`config.mk`:
```
export PLATFORM = sky130hd
export DESIGN_NAME = pht_cmp
export DESIGN_NICKNAME = d
export VERILOG_FILES = /design/src/rtl/pointer_handle_table_core_defines.svh /design/src/rtl/pht_pkg.sv /design/src/rtl/pht_cmp.sv
export SDC_FILE = /design/constraint.sdc
export NUM_CORES = 1
export LEC_CHECK = 0
export ABC_AREA = 1
export ABC_CLOCK_PERIOD_IN_PS = 2800
export BUFFER_PORTS_ARGS = -buffer_cell sky130_fd_sc_hd__buf_2
export CAP_MARGIN = 5
export CELL_PAD_IN_SITES_DETAIL_PLACEMENT = 2
export CELL_PAD_IN_SITES_GLOBAL_PLACEMENT = 2
export CORE_MARGIN = 2
export CORE_UTILIZATION = 16
export DETAILED_ROUTE_END_ITERATION = 6
export GPL_TIMING_DRIVEN = 0
export PLACE_DENSITY = 0.95
export SYNTH_ARGS = -nofsm -noshare
export SYNTH_HDL_FRONTEND = slang
export SYNTH_SLANG_ARGS = --single-unit
```
`constraint.sdc`:
```
create_clock -name vclk -period 2.8
set_input_delay 0.42 -clock vclk [all_inputs]
set_output_delay 0.42 -clock vclk [all_outputs]
set_load 0.02 [all_outputs]
```
`src/rtl/pointer_handle_table_core_defines.svh`:
```
// Assertion macros shared by the handle table RTL.
`ifndef POINTER_HANDLE_TABLE_CORE_DEFINES_SVH
`define POINTER_HANDLE_TABLE_CORE_DEFINES_SVH

// The consequent must hold in the same cycle as the antecedent.
`define PHT_ASSERT_NOW(label, ante, cons, msg) \
  label: assert property (@(posedge clk) disable iff (!rst_n) (ante) |-> (cons)) \
    else $error(msg);

// The consequent must hold in the cycle after the antecedent.
`define PHT_ASSERT_NEXT(label, ante, cons, msg) \
  label: assert property (@(posedge clk) disable iff (!rst_n) (ante) |=> (cons)) \
    else $error(msg);

`endif

```
`src/rtl/pht_pkg.sv`:
```
`default_nettype none
package pht_pkg;

  localparam int OP_W  = 3;
  localparam int NS_W  = 8;
  localparam int PTR_W = 64;
  localparam int HDL_W = 32;
  localparam int ST_W  = 2;

  typedef enum logic [OP_W-1:0] {
    OP_ALLOC  = 3'd0,
    OP_FREE_H = 3'd1,
    OP_FREE_P = 3'd2,
    OP_H2P    = 3'd3,
    OP_P2H    = 3'd4
  } opcode_t;

  typedef enum logic [ST_W-1:0] {
    ST_OK    = 2'd0,
    ST_INVAL = 2'd1,
    ST_FULL  = 2'd2,
    ST_NOENT = 2'd3
  } status_t;

  typedef enum logic [1:0] {
    CMP_FREE   = 2'd0,
    CMP_MATCH  = 2'd1,
    CMP_HANDLE = 2'd2
  } cmp_mode_t;

endpackage
`default_nettype wire

```
`src/rtl/pht_cmp.sv`:
```
`default_nettype none
module pht_cmp #(
  parameter int NS_BITS  = 8,
  parameter int PTR_BITS = 64
) (
  input  wire pht_pkg::cmp_mode_t           mode,
  input  wire logic [NS_BITS+PTR_BITS:0]    entry,
  input  wire logic [NS_BITS-1:0]           key_ns,
  input  wire logic [PTR_BITS-1:0]          key_ptr,
  output logic                              hit
);

  logic                used;
  logic [NS_BITS-1:0]  ns;
  logic [PTR_BITS-1:0] ptr;

  assign used = entry[NS_BITS+PTR_BITS];
  assign ns   = entry[NS_BITS+PTR_BITS-1:PTR_BITS];
  assign ptr  = entry[PTR_BITS-1:0];

  always_comb begin
    case (mode)
      pht_pkg::CMP_FREE:   hit = !used;
      pht_pkg::CMP_MATCH:  hit = used && (ns == key_ns) && (ptr == key_ptr);
      pht_pkg::CMP_HANDLE: hit = used && (ns == key_ns) && (ptr != '0);
      default:             hit = 1'b0;
    endcase
  end

endmodule
`default_nettype wire

```
---- Word level (Yosys, flattened, before mapping) ----
Cells that the tools add are included.
operators by class
  reductions and logical operators ........ 6
  equality and inequality tests ........... 4
  mux-type cells .......................... 1
operators by type and width
  kind                                            count
  == test 64 bit                                  1
  nonzero test 64 bit                             1
  == test 8 bit                                   1
  logical AND 1 bit                               3
  case mux 1 bit (3 select lines)                 1
  == test 2 x 1 -> 1 bit (second input constant)  1
  == test 2 bit (second input constant)           1
  logical NOT 2 bit                               1
  logical NOT 1 bit                               1
word-level totals
  register bits ........................... 0
  output and inout bits ................... 1
  word-level logic and storage cells ...... 11
  bits of input ports ..................... 147

---- Logic depth before layout (Yosys ltp) ----
  depth in word-level cells ............... 4
  gate-level depth with buffers ........... 12
  mapped depth without buffers ............ 12

---- Worst setup path before layout ----
No wires, ideal clock.
  path kind ............................... input to output
  start ................................... in mode[0]
  end ..................................... out hit
  cell stages on the path ................. 8
  path buffers ............................ 0
  setup slack ............................. 895 ps
  arrival ................................. 1485 ps
  path through ............................ inv_1 > ha_1 > nand2_1 > nor4_1 > nand2_1 > a21oi_1 > nand2_1 > a21oi_2
between the ends
  word-level cells in the longest chain between the ends .. 2
  elaborated cells between the ends (all ways) .. 4
ends and longest elaborated chain
  element                                      line           text
  start: declaration                           pht_cmp.sv:6   input wire pht_pkg::cmp_mode_t mode,
  == test 2 bit, or another cell as far along  pht_cmp.sv:22  case (mode)
  case mux 1 bit (3 select lines) *            pht_cmp.sv:22
  end: declaration                             pht_cmp.sv:10  output logic hit
Every way passes the cells marked *; elsewhere a longest branch is shown, timed or not.

---- Final worst setup path ----
Same ends and word-level chain as after synthesis.

==> flow_metrics.tcl <==
set metrics [dict create \
    worstSetupStartpointType "primary input" \
    grt_pass1_vias 3308 \
    final_cell_mix "nand2_1, buf_2, inv_1, nor2_1" \
    vias 2877 \
    grt_pass1_wl_um 13700 \
    status "complete, no violations" \
    regArea_um2 0 \
    min_path_type "in2out" \
    fin_cells 702 \
    die_h_um 107 \
    vdd_drop_max_v 0.0000275 \
    firstDrtPassIters 4 \
    grt_overflow 0 \
    drt_iter0_drc 25 \
    layout-drive-gt1-share_pct 26.9 \
    worst-path-max-fanout 2 \
    fin_nets 718 \
    cp_common_cell "nand2_1" \
    row_count 37 \
    yosysSeqAreaShare_pct 0 \
    worstPathRequired_ps 2380 \
    ios 148 \
    path_cells "buf_2 > inv_1 > ha_1 > nand2_1 > nor4_1 > nand2_1 > a21oi_1 > nand2_1 > a21oi_2 > buf_2" \
    placed_cells 702 \
    seq_cells 0 \
    p_per_area_nw_per_um2 118 \
    fin_crit_sh_pct 79.5 \
    drc 0 \
    p_total_uw 310 \
    slew_headroom_pct 79.9 \
    crit_arrival_ps 1810 \
    crit_family "simple AND/OR/NAND/NOR gates" \
    syn-num-nets 568 \
    worst_pin_slew_ps 299 \
    slew_viol_final 0 \
    slowest_delay_ps 310 \
    cap_violations 0 \
    cts_setup_buffers 0 \
    core_area_um2 10400 \
    layout_commonest_cell "nand2_1" \
    power.leakage_nw 1.92 \
    routed_wl_um 8370 \
    critPathBufInv 3 \
    antenna_found_initial 0 \
    gp_congestion 0.737 \
    ctsHoldBuffers 0 \
    synth_cell_types 16 \
    portBuffers 148 \
    design.die.area_um2 11500 \
    wl_per_cell_um 11.9 \
    start_util_pct 16.5 \
    grt.total_usage_pct 14.3 \
    mappedNetlistArea_um2 1710 \
    hpwl_um 8180 \
    ctsResizeCount 0 \
    fmax_mhz 449 \
    tns_ps 0 \
    synth.yosys.warnings 0 \
    setup_viol 0 \
    syn_avg_cell_area_um2 4.09 \
    report.final.hold_viol_count 0 \
    ant_nets 0 \
    rsz0062_at_grt "false" \
    clkbuf_count 0 \
    critPathKind "in2out" \
    crit_slowest_cell "nor4_1" \
    grt_max_degree 4 \
    fp.dieW_um 107 \
    period_minus_slack_ps 2230 \
    area_delta_synth_final_pct 53.3 \
    postSynthCellCount 418 \
    viasPerCell 4.10 \
    crit_path_end_kind "output pin" \
    diodes 0 \
]
-- cell families after synthesis --
| kind of cell | synth area share (%) |
|---|---|
| buffers and inverters | 25.7 |
| AOI/OAI and AO/OA | 1.83 |
| xor gates and xnor gates | 5.64 |
| and+or+nand+nor | 64.6 |
| adders and majority gates | 2.20 |
-- layout make-up --
| class | count | area (um2) |
|---|---|---|
| fill | 1428 | 7750 |
| inverter | 117 | 439 |
| multi-input combinational | 301 | 1270 |
| tap | 136 | 170 |
| timing repair buffer | 148 | 741 |
-- metal layers --
layer	up-vias	track usage (%)	part of all wire [%]
met2	82	33.2	60
met4	0	1.01	0.57
met5	-	0	0
met3	4	1.39	4.7
li1	1474	-	-
met1	1317	13.1	35
-- path summary, 6_finish.rpt --
kind                   from  endpoint  slack, ps  cells after the start
setup / recovery    mode[0]       hit        570                     10
hold / removal    entry[72]       hit       1230                      5
-- where the power goes --
part | total, mW | internal [mW] | switching, mW | leakage [nW]
Sequential | 0 | 0 | 0 | 0
Clock | 0 | 0 | 0 | 0
Combinational | 0.310 | 0.142 | 0.168 | 1.92
Total | 0.310 | 0.142 | 0.168 | 1.92
-- Yosys cell counts, types with 2 or more instances --
cell type / count / area (um2)
ha_1: 3 / 37.5
inv_1: 116 / 435
nand2_1: 198 / 743
nand3_1: 4 / 20.0
nand4_1: 11 / 68.8
nor2_1: 63 / 236
nor3_1: 2 / 10.0
o22ai_1: 2 / 12.5
or2_2: 2 / 12.5
xor2_1: 11 / 96.3
-- stage by stage --
stage	hold WS, ps	util [%]	worst slack (ps)	cell area, um2
2_1_floorplan	1010	-	895	1710
3_5_place_dp	1230	25.3	568	2620
4_1_cts	1230	25.3	563	2620
6_report	1230	25.3	573	2620
5_1_grt	1260	25.3	419	2620
3_3_place_gp	1230	25.3	652	2620
No activity file was read; power rests on OpenSTA's default activity.
